**src/hw/rtl/mrms_pkg.sv**
```systemverilog
// Shared constants, request codes and table port structs for the Modbus
// register map server. No dependencies; imported by mrms_tables and the top.
`default_nettype none

package mrms_pkg;

  // Table geometry and response limits
  localparam int TABLE_DEPTH      = 256;
  localparam int MAX_RESULT_ITEMS = 64;
  localparam int IDX_W            = $clog2(TABLE_DEPTH);
  // Absolute address: 16-bit start plus an offset below 2^10
  localparam int ADDR_W           = 17;
  // Result counter: holds 0 .. MAX_RESULT_ITEMS
  localparam int N_W              = $clog2(MAX_RESULT_ITEMS + 1);
  // Bit position counter: holds 0 .. 8*MAX_RESULT_ITEMS, at least 4 bits
  localparam int POS_W_RAW        = $clog2(MAX_RESULT_ITEMS * 8 + 1);
  localparam int POS_W            = (POS_W_RAW < 4) ? 4 : POS_W_RAW;

  localparam int LIMIT_W          = 9;
  localparam int DATA_W           = 16;
  localparam int CFG_DATA_W       = 32;
  localparam int CFG_ADDR_W       = 3;

  // Frame overheads in bytes
  localparam int READ_OVERHEAD    = 9;
  localparam int WRITE_FRAME      = 12;
  localparam int COILS_PER_BYTE   = 8;

  localparam logic [LIMIT_W-1:0] ADDRESS_LIMIT_RESET = LIMIT_W'(200);

  // Register index (taken from paddr bit 2)
  localparam logic REG_ADDRESS_LIMIT = 1'b0;

  // Request kinds; codes 6 and 7 are ignored
  typedef enum logic [2:0] {
    KIND_RD_BITS  = 3'd0,
    KIND_RD_WORDS = 3'd1,
    KIND_WR_BIT   = 3'd2,
    KIND_WR_WORD  = 3'd3,
    KIND_WR_BITS  = 3'd4,
    KIND_WR_WORDS = 3'd5
  } kind_e;

  // Read request to the tables: entry index and in-range flag
  typedef struct packed {
    logic [IDX_W-1:0] idx;
    logic             ok;
  } tbl_rd_t;

  // Write request to the tables
  typedef struct packed {
    logic              word_en;
    logic              bit_en;
    logic [IDX_W-1:0]  idx;
    logic [DATA_W-1:0] word;
    logic              bit_val;
  } tbl_wr_t;

endpackage

`default_nettype wire

```
**src/hw/rtl/mrms_tables.sv**
```systemverilog
// Coil and holding-register tables: two synchronous memories with registered
// read data, cleared by a pass over all entries after reset. Uses mrms_pkg.
`default_nettype none

module mrms_tables (
  input  wire logic                            clk_i,
  input  wire logic                            rst_ni,
  input  wire mrms_pkg::tbl_rd_t               rd_i,
  input  wire mrms_pkg::tbl_wr_t               wr_i,
  output logic [mrms_pkg::DATA_W-1:0]          rd_word_o,
  output logic                                 rd_bit_o,
  output logic                                 busy_o
);
  import mrms_pkg::*;

  logic [DATA_W-1:0] word_mem [TABLE_DEPTH];
  logic              bit_mem  [TABLE_DEPTH];

  logic [IDX_W-1:0]  clr_idx_q;
  logic              clr_busy_q;

  logic              word_en;
  logic              bit_en;
  logic [IDX_W-1:0]  wr_idx;
  logic [DATA_W-1:0] wr_word;
  logic              wr_bit;

  logic [DATA_W-1:0] word_q;
  logic              bit_q;
  logic              ok_q;

  // Walk every entry once after reset, one a cycle
  always_ff @(posedge clk_i or negedge rst_ni) begin
    if (!rst_ni) begin
      clr_idx_q  <= '0;
      clr_busy_q <= 1'b1;
    end else if (clr_busy_q) begin
      clr_idx_q <= clr_idx_q + IDX_W'(1);
      if (clr_idx_q == IDX_W'(TABLE_DEPTH - 1)) begin
        clr_busy_q <= 1'b0;
      end
    end
  end

  assign busy_o = clr_busy_q;

  // Write port: the clearing pass takes it over while it runs
  assign word_en = clr_busy_q | wr_i.word_en;
  assign bit_en  = clr_busy_q | wr_i.bit_en;
  assign wr_idx  = clr_busy_q ? clr_idx_q : wr_i.idx;
  assign wr_word = clr_busy_q ? '0 : wr_i.word;
  assign wr_bit  = clr_busy_q ? 1'b0 : wr_i.bit_val;

  // Write the memories
  always_ff @(posedge clk_i) begin
    if (word_en) begin
      word_mem[wr_idx] <= wr_word;
    end
    if (bit_en) begin
      bit_mem[wr_idx] <= wr_bit;
    end
  end

  // Read the memories into registers
  always_ff @(posedge clk_i) begin
    word_q <= word_mem[rd_i.idx];
    bit_q  <= bit_mem[rd_i.idx];
  end

  // Register the range gate alongside the data
  always_ff @(posedge clk_i or negedge rst_ni) begin
    if (!rst_ni) begin
      ok_q <= 1'b0;
    end else begin
      ok_q <= rd_i.ok;
    end
  end

  assign rd_word_o = ok_q ? word_q : '0;
  assign rd_bit_o  = ok_q & bit_q;

endmodule

`default_nettype wire

```
**src/hw/rtl/modbus_register_map_server.sv**
```systemverilog
// Modbus register map server: read-words issues then sends each word (S_WRD, S_WOUT);
// read-bits reads a byte's coils, one coil read a cycle from the coil memory, then
// sends the packed byte. Single writes pass a store state and then the acknowledge
// state, a coil-byte element likewise. One request is in work at a time; the
// output register lets the next request in while a word waits to be taken.
// After reset a pass clears both tables with the input stalled;
// the limit resets to 200.
`default_nettype none

module modbus_register_map_server (
  input  wire logic                                clk_i,
  input  wire logic                                rst_ni,
  // Request channel
  input  wire logic                                in_valid_i,
  output logic                                     in_stall_o,
  input  wire logic [2:0]                          kind_i,
  input  wire logic [15:0]                         start_address_i,
  input  wire logic [10:0]                         item_count_i,
  input  wire logic [15:0]                         value_i,
  input  wire logic                                final_req_i,
  // Response channel
  output logic                                     out_valid_o,
  input  wire logic                                out_stall_i,
  output logic [15:0]                              data_o,
  output logic [7:0]                               byte_count_o,
  output logic [7:0]                               frame_length_o,
  output logic                                     last_o,
  // Configuration port
  input  wire logic                                psel,
  input  wire logic                                penable,
  input  wire logic                                pwrite,
  input  wire logic [mrms_pkg::CFG_ADDR_W-1:0]     paddr,
  input  wire logic [mrms_pkg::CFG_DATA_W-1:0]     pwdata,
  output logic [mrms_pkg::CFG_DATA_W-1:0]          prdata,
  output logic                                     pready
);
  import mrms_pkg::*;

  typedef enum logic [8:0] {
    S_IDLE = 9'b000000001,
    S_BRD  = 9'b000000010,
    S_BACC = 9'b000000100,
    S_BOUT = 9'b000001000,
    S_WRD  = 9'b000010000,
    S_WOUT = 9'b000100000,
    S_MBW  = 9'b001000000,
    S_WWR  = 9'b010000000,
    S_ACK  = 9'b100000000
  } state_e;

  state_e             state_q, state_d;
  logic [LIMIT_W-1:0] addr_limit_q;

  kind_e              kind_q, kind_d;
  logic [15:0]        start_q, start_d;
  logic [10:0]        cnt_q, cnt_d;
  logic [DATA_W-1:0]  val_q, val_d;
  logic [N_W-1:0]     n_q, n_d;
  logic [POS_W-1:0]   pos_q, pos_d;
  logic [7:0]         acc_q, acc_d;
  logic [7:0]         wbits_q, wbits_d;
  logic [3:0]         wn_q, wn_d;
  logic               ack_q, ack_d;

  logic               out_vld_q, out_vld_d;
  logic [DATA_W-1:0]  out_data_q, out_data_d;
  logic [7:0]         out_bc_q, out_bc_d;
  logic [7:0]         out_fl_q, out_fl_d;
  logic               out_last_q, out_last_d;

  logic               accept;
  logic               slot_free;
  logic               cfg_wr;
  logic [ADDR_W-1:0]  lim;
  logic [POS_W-1:0]   off;
  logic [ADDR_W-1:0]  abs_addr;
  logic               in_range;
  logic [8:0]         nbits_full;
  logic               is_read;
  logic               byte_last;
  logic               word_last;
  logic [7:0]         rd_bc;

  tbl_rd_t            tbl_rd;
  tbl_wr_t            tbl_wr;
  logic [DATA_W-1:0]  rd_word;
  logic               rd_bit;
  logic               tbl_busy;

  // Configuration register
  assign pready = 1'b1;
  assign cfg_wr = psel & penable & pwrite & pready & (paddr[2] == REG_ADDRESS_LIMIT);
  assign prdata = (paddr[2] == REG_ADDRESS_LIMIT) ? CFG_DATA_W'(addr_limit_q) : '0;

  always_ff @(posedge clk_i or negedge rst_ni) begin
    if (!rst_ni) begin
      addr_limit_q <= ADDRESS_LIMIT_RESET;
    end else if (cfg_wr) begin
      addr_limit_q <= pwdata[LIMIT_W-1:0];
    end
  end

  // Effective limit: never beyond the table
  assign lim = (32'(addr_limit_q) > TABLE_DEPTH) ? ADDR_W'(TABLE_DEPTH)
                                                 : ADDR_W'(addr_limit_q);

  // Table address: the accumulate state reads one coil ahead
  assign off      = (state_q == S_BACC) ? pos_q + POS_W'(1) : pos_q;
  assign abs_addr = ADDR_W'(start_q) + ADDR_W'(off);
  assign in_range = abs_addr < lim;

  assign tbl_rd.idx = abs_addr[IDX_W-1:0];
  assign tbl_rd.ok  = in_range;

  assign tbl_wr.idx     = abs_addr[IDX_W-1:0];
  assign tbl_wr.word    = val_q;
  assign tbl_wr.bit_val = wbits_q[pos_q[2:0]];
  assign tbl_wr.word_en = (state_q == S_WWR) & in_range;
  assign tbl_wr.bit_en  = (state_q == S_MBW) & (pos_q[3:0] < wn_q) & in_range;

  mrms_tables u_tables (
    .clk_i     (clk_i),
    .rst_ni    (rst_ni),
    .rd_i      (tbl_rd),
    .wr_i      (tbl_wr),
    .rd_word_o (rd_word),
    .rd_bit_o  (rd_bit),
    .busy_o    (tbl_busy)
  );

  // Handshake helpers
  assign in_stall_o = (state_q != S_IDLE) | tbl_busy;
  assign accept     = in_valid_i & ~in_stall_o;
  assign slot_free  = ~out_vld_q | ~out_stall_i;

  assign nbits_full = 9'(({1'b0, item_count_i} + 12'd7) >> 3);
  assign is_read    = (kind_q == KIND_RD_BITS) | (kind_q == KIND_RD_WORDS);
  assign byte_last  = (32'(pos_q[POS_W-1:3]) == 32'(n_q));
  assign word_last  = (32'(pos_q) + 1 == 32'(n_q));
  assign rd_bc      = (kind_q == KIND_RD_WORDS) ? 8'(32'(n_q) * 2) : 8'(n_q);

  // Sequencer
  always_comb begin
    state_d    = state_q;
    kind_d     = kind_q;
    start_d    = start_q;
    cnt_d      = cnt_q;
    val_d      = val_q;
    n_d        = n_q;
    pos_d      = pos_q;
    acc_d      = acc_q;
    wbits_d    = wbits_q;
    wn_d       = wn_q;
    ack_d      = ack_q;
    out_vld_d  = out_vld_q & out_stall_i;
    out_data_d = out_data_q;
    out_bc_d   = out_bc_q;
    out_fl_d   = out_fl_q;
    out_last_d = out_last_q;

    case (state_q)
      S_IDLE: begin
        if (accept) begin
          kind_d  = kind_e'(kind_i);
          start_d = start_address_i;
          cnt_d   = item_count_i;
          val_d   = value_i;
          pos_d   = '0;
          acc_d   = '0;
          case (kind_e'(kind_i))
            KIND_RD_BITS: begin
              n_d     = (32'(nbits_full) > MAX_RESULT_ITEMS) ? N_W'(MAX_RESULT_ITEMS)
                                                             : N_W'(nbits_full);
              state_d = (nbits_full == '0) ? S_ACK : S_BRD;
            end
            KIND_RD_WORDS: begin
              n_d     = (32'(item_count_i) > MAX_RESULT_ITEMS) ? N_W'(MAX_RESULT_ITEMS)
                                                               : N_W'(item_count_i);
              state_d = (item_count_i == '0) ? S_ACK : S_WRD;
            end
            KIND_WR_BIT: begin
              wbits_d = {7'd0, |value_i};
              wn_d    = 4'd1;
              ack_d   = 1'b1;
              state_d = S_MBW;
            end
            KIND_WR_BITS: begin
              wbits_d = value_i[7:0];
              wn_d    = (item_count_i > 11'(COILS_PER_BYTE)) ? 4'(COILS_PER_BYTE)
                                                             : item_count_i[3:0];
              ack_d   = final_req_i;
              state_d = S_MBW;
            end
            KIND_WR_WORD: begin
              ack_d   = 1'b1;
              state_d = S_WWR;
            end
            KIND_WR_WORDS: begin
              ack_d   = final_req_i;
              state_d = S_WWR;
            end
            default: begin
              state_d = S_IDLE;
            end
          endcase
        end
      end

      // Issue the read of the first coil of a byte
      S_BRD: begin
        state_d = S_BACC;
      end

      // Fold in one coil and read the next
      S_BACC: begin
        acc_d[pos_q[2:0]] = rd_bit & (11'(pos_q) < cnt_q);
        pos_d             = pos_q + POS_W'(1);
        if (pos_q[2:0] == 3'd7) begin
          state_d = S_BOUT;
        end
      end

      // Send a packed coil byte
      S_BOUT: begin
        if (slot_free) begin
          out_vld_d  = 1'b1;
          out_data_d = {8'd0, acc_q};
          out_bc_d   = rd_bc;
          out_fl_d   = rd_bc + 8'(READ_OVERHEAD);
          out_last_d = byte_last;
          acc_d      = '0;
          state_d    = byte_last ? S_IDLE : S_BRD;
        end
      end

      // Issue a word read
      S_WRD: begin
        state_d = S_WOUT;
      end

      // Send a word; the address holds so the read data stays put
      S_WOUT: begin
        if (slot_free) begin
          out_vld_d  = 1'b1;
          out_data_d = rd_word;
          out_bc_d   = rd_bc;
          out_fl_d   = rd_bc + 8'(READ_OVERHEAD);
          out_last_d = word_last;
          pos_d      = pos_q + POS_W'(1);
          state_d    = word_last ? S_IDLE : S_WRD;
        end
      end

      // Store coils one a cycle
      S_MBW: begin
        if (pos_q[3:0] < wn_q) begin
          pos_d = pos_q + POS_W'(1);
        end else begin
          state_d = ack_q ? S_ACK : S_IDLE;
        end
      end

      // Store one word
      S_WWR: begin
        state_d = ack_q ? S_ACK : S_IDLE;
      end

      // Send a write acknowledge or an empty read
      S_ACK: begin
        if (slot_free) begin
          out_vld_d  = 1'b1;
          out_data_d = is_read ? '0 : val_q;
          out_bc_d   = '0;
          out_fl_d   = is_read ? 8'(READ_OVERHEAD) : 8'(WRITE_FRAME);
          out_last_d = 1'b1;
          state_d    = S_IDLE;
        end
      end

      default: begin
        state_d = S_IDLE;
      end
    endcase
  end

  // Control registers
  always_ff @(posedge clk_i or negedge rst_ni) begin
    if (!rst_ni) begin
      state_q   <= S_IDLE;
      out_vld_q <= 1'b0;
    end else begin
      state_q   <= state_d;
      out_vld_q <= out_vld_d;
    end
  end

  // Payload registers
  always_ff @(posedge clk_i) begin
    kind_q     <= kind_d;
    start_q    <= start_d;
    cnt_q      <= cnt_d;
    val_q      <= val_d;
    n_q        <= n_d;
    pos_q      <= pos_d;
    acc_q      <= acc_d;
    wbits_q    <= wbits_d;
    wn_q       <= wn_d;
    ack_q      <= ack_d;
    out_data_q <= out_data_d;
    out_bc_q   <= out_bc_d;
    out_fl_q   <= out_fl_d;
    out_last_q <= out_last_d;
  end

  assign out_valid_o    = out_vld_q;
  assign data_o         = out_data_q;
  assign byte_count_o   = out_bc_q;
  assign frame_length_o = out_fl_q;
  assign last_o         = out_last_q;

  // Checks
  a_wr_only_busy: assert property (@(posedge clk_i) disable iff (!rst_ni)
    (tbl_wr.word_en || tbl_wr.bit_en) |-> (state_q != S_IDLE))
    else $error("table written while idle");

  a_no_rw_overlap: assert property (@(posedge clk_i) disable iff (!rst_ni)
    (tbl_wr.word_en || tbl_wr.bit_en) |->
      !(state_q == S_BRD || state_q == S_BACC || state_q == S_WRD || state_q == S_WOUT))
    else $error("table write overlaps a read sequence");

  a_frame_read: assert property (@(posedge clk_i) disable iff (!rst_ni)
    (out_vld_q && out_bc_q != 8'd0) |-> (out_fl_q == out_bc_q + 8'(READ_OVERHEAD)))
    else $error("read frame length does not match byte count");

  a_frame_short: assert property (@(posedge clk_i) disable iff (!rst_ni)
    (out_vld_q && out_bc_q == 8'd0) |->
      (out_last_q && (out_fl_q == 8'(READ_OVERHEAD) || out_fl_q == 8'(WRITE_FRAME))))
    else $error("bad empty-read or acknowledge word");

  a_byte_bound: assert property (@(posedge clk_i) disable iff (!rst_ni)
    (state_q == S_BOUT) |-> (32'(pos_q[POS_W-1:3]) <= 32'(n_q)))
    else $error("coil byte index past clamped count");

endmodule

`default_nettype wire

```
**config.mk**
```make
export PLATFORM = sky130hd
export DESIGN_NAME = modbus_register_map_server
export DESIGN_NICKNAME = d
export VERILOG_FILES = /design/src/hw/rtl/mrms_pkg.sv /design/src/hw/rtl/mrms_tables.sv /design/src/hw/rtl/modbus_register_map_server.sv
export SDC_FILE = /design/constraint.sdc
export NUM_CORES = 2
export LEC_CHECK = 0
export BUFFER_PORTS_ARGS = -buffer_cell sky130_fd_sc_hd__buf_2
export CORE_MARGIN = 2
export CORE_UTILIZATION = 29
export DETAILED_ROUTE_END_ITERATION = 16
export PLACE_DENSITY = 0.41
export SETUP_SLACK_MARGIN = 0.3
export SKIP_LAST_GASP = 1
export SLEW_MARGIN = 20
export SYNTH_ARGS = -nofsm -noshare
export SYNTH_HDL_FRONTEND = slang
export SYNTH_MEMORY_MAX_BITS = 65536
export SYNTH_SLANG_ARGS = --single-unit
export TNS_END_PERCENT = 20
```
**constraint.sdc**
```tcl
create_clock -name clk_i -period 10.1 [get_ports clk_i]
set_input_delay 0.505 -clock clk_i [delete_from_list [all_inputs] [get_ports clk_i]]
set_output_delay 0.505 -clock clk_i [all_outputs]
set_load 0.02 [all_outputs]
```
==> impl_metrics.toml <==
[critical_path]
crit_start = "state_q[5]$_DFFE_PN0P_"
path_common_cell = "o21a_1"
crit_chain = "or4_1 > nor3_1 > nand3_1 > xnor2_1 > ha_4 > fa_4 > and3_1 > o21a_1 > o21a_1 > o211ai_1 > buf_4 > inv_1 > ha_1 > o21a_1 > o211ai_1 > a31oi_1 > nor3_2 > a31oi_4 > buf_16 > buf_12 > nor3_2 > buf_4"
critical_path.top_delay_family = "simple AND/OR/NAND/NOR gates"
path_class = "flip-flop to flip-flop"
cp.required_ns = 10.85
worst_ep_arrival_time_ns = 9.02
r2r_slack_ns = 1.83
critPathMaxStageDelay_ns = 0.78
path_buf_inv = 5
cp-end-kind = "flip-flop"
reg2reg_from = "state_q[5]$_DFFE_PN0P_"
r2r_cells = 22
crit_slowest_cell = "nor3_2"
startpoint_type = "flip-flop"
crit_path_max_fanout = 41
r2r-end = "u_tables.word_mem[68][3]$_DFFE_PP_"

[power]
p_clk_share_pct = 24.4
p_leak_uw = 0.0649
power.density_nw_per_um2 = 342
switching_share_pct = 41.3
power_frac_seq_pct = 31.4
switching_power_uw = 29400
p_comb_share_pct = 44.2
p_int_uw = 41800
vdd_ir_drop_max_mv = 0.393

[cts]
post_cts_resize_count = 0
cts_made_buffers = 482
ctsRootBufferMaster = "clkbuf_16"
cts_sinks = 4515
h-tree-depth = 5
clockBufferDepth = 4
cts_tree = "built"
post_cts_buffers = 0
cts_hold_buf = 60
clk_latency_ns = 1.06
path_clk_slew_ns = 0.06

[synthesis]
synth.most_common_cell = "edfxtp_1"
synthTopCellsByArea = "edfxtp_1, mux4_2, nand2_1, nor2_1, mux2i_1"
synthArstFlopShare_pct = 0.642
synth-seq-cells = 4515
yosys_warnings = 0
synth_common_cells = "edfxtp_1, mux4_2, nand2_1"
synth_edf_count = 4469
synthDistinctLibCells = 80
synth.largest_area_cell = "edfxtp_1"
avgSynthCellArea_um2 = 19.4
synth_ff_type = "edfxtp_1"
syn_area_um2 = 178000
syn_inst = 9196
yosys.area.top_type_share_pct = 75.3
ys_seq_area_share_pct = 75.9

[route]
first_pass_iters = 5
drt_wl_total_um = 555000
wire_per_inst_um = 30.4
routed_via_density = 5.00
drtIter0Drc = 9020
ant_nets = 0
drc = 0
vias = 91294

[global_route]
grt_pass1_wl_um = 766000
grt_max_degree = 177
antenna_found_initial = 34
grt_pass1_vias = 94175
grtUsageTotal_pct = 17.4
grt_overflow = 0

[timing]
clock.fmax_mhz = 121
tns_ns = 0
tightest_slew_ns = 1.28
final_hold_viol_count = 0
slew_violations = 0
min_period_ns = 8.27
fin_ws_ns = 1.83
finalSetupViolCount = 0
rsz0062_at_grt = "no"
relSlewSlack_pct = 14.9
worst_clock_skew_ns = 0.117
fin_crit_sh_pct = 81.9

[worst_hold_path]
whs_path_depth = 3
hold_end = "addr_limit_q[1]$_DFFE_PN0P_"
hp-class = "input port to flip-flop"
min_from = "pwrite"

[die]
start_util_pct = 29.0
die_w_um = 788
dieArea_um2 = 621000
pin_count = 157
row_count = 288
fp.dieH_um = 788
fp.coreArea_um2 = 614000

[placement]
port-buffer-count = 107
gp_congestion = 0.789
dp_cells = 17306
place_hpwl_um = 330000
place_ws_ns = 1.90

[finish]
syn2layout_area_growth_pct = 16.7
final_util_pct = 33.9
num-nets-final = 9857
drive_gt1_share_pct = 26.3
fin_cells = 18277

[flow_run]
maxCapViolCount = 0

[outcome]
outcome = "completed"
tightest hold or removal path, delay by kind of cell:
family / cells / cell delay, ns
mux: 1 / 0.23
buf+inv: 1 / 0.10
simple gates: 1 / 0.34
layout by cell type, fill, tap and decap left out, types with 23 or more instances in the layout:
master         count
nand2_1          998
mux2i_1          168
nor2_1           476
bufinv_16         40
clkinv_1         131
o21ai_0           49
o22ai_1           64
nand3_1          121
xor2_1            23
buf_12            38
xnor2_1           28
mux4_2          1114
a21oi_1          297
edfxtp_1        4469
conb_1            24
nor3_2           195
buf_2            107
and3_1            60
clkinv_2          84
and2_1            29
ha_1              33
buf_4            405
dfrtp_1           24
dlygate4sd3_1     60
nor2_2            29
clkbuf_16        487
inv_1             28
clkbuf_1         105
metal layers:
metal	GRT usage (%)	vias up	share of wire, %
met2	28.4	2660	48
li1	-	38190	-
met1	24.3	49806	44
met3	2.80	634	5.7
met5	0	-	0.0059
met4	4.28	4	2.7
worst max-delay path by stage:
stage                                          endpoint  slack [ns]  cells past startpoint
detailed placement   u_tables.word_mem[68][8]$_DFFE_PP_        1.90                     22
global placement     u_tables.word_mem[70][8]$_DFFE_PP_        1.78                     21
floorplan                 u_tables.bit_mem[0]$_DFFE_PP_        1.45                      7
finish               u_tables.word_mem[68][3]$_DFFE_PP_        1.83                     22
CTS                 u_tables.word_mem[68][15]$_DFFE_PP_        1.86                     22
global route         u_tables.word_mem[68][3]$_DFFE_PP_        1.42                     22
stage by stage:
stage	instance area (µm²)	power (µW)	hold slack, ns
3_3_place_gp	192000	54700	0.529
4_1_cts	208000	72400	0.0238
2_1_floorplan	178000	40000	0.209
5_1_grt	208000	74000	0.125
6_report	208000	71200	0.139
3_5_place_dp	192000	54800	0.543
logic make-up (layout without fill, tap and decap cells):
| kind of cell | count (synthesis) | in the layout | share of synthesized area, % |
|---|---|---|---|
| AND/OR/NAND/NOR | 2063 | 2063 | 4.90 |
| other | 2 | 42 | 0.00421 |
| adder cells (fa/ha/maj) | 35 | 35 | 0.250 |
| buffers and inverters | 622 | 1543 | 1.49 |
| flip-flops | 4515 | 4515 | 75.9 |
| AO/OA/AOI/OAI | 604 | 604 | 2.10 |
| multiplexers | 1302 | 1302 | 15.1 |
| XOR/XNOR | 53 | 53 | 0.260 |
cell type report:
class	instances	area, µm²
Antenna cell	18	45.0
Clock buffer	601	12700
Clock inverter	289	2660
Fill cell	58114	406000
Inverter	34	144
Multi-Input combinational cell	4081	42100
Sequential cell	4515	135000
Tap cell	8120	10200
Timing Repair Buffer	619	5120
registers in the layout, indices dropped and copies added (netlist names), 10 cells and up:
register and cells:
start_q 16, val_q 16, u_tables.word_mem 4096, data_o 16, u_tables.bit_mem 256, pos_q 10, cnt_q 11, u_tables.word_q 16
power groups by stage:
stage               logic (µW)  registers (µW)  clock network [µW]
finish                   31400           22300               17400
global placement         32000           22700                   0
CTS                      32200           22400               17800
global route             33100           22400               18500
floorplan                17000           23100                   0
detailed placement       32100           22700                   0
Power figures use the tool's default switching activity.
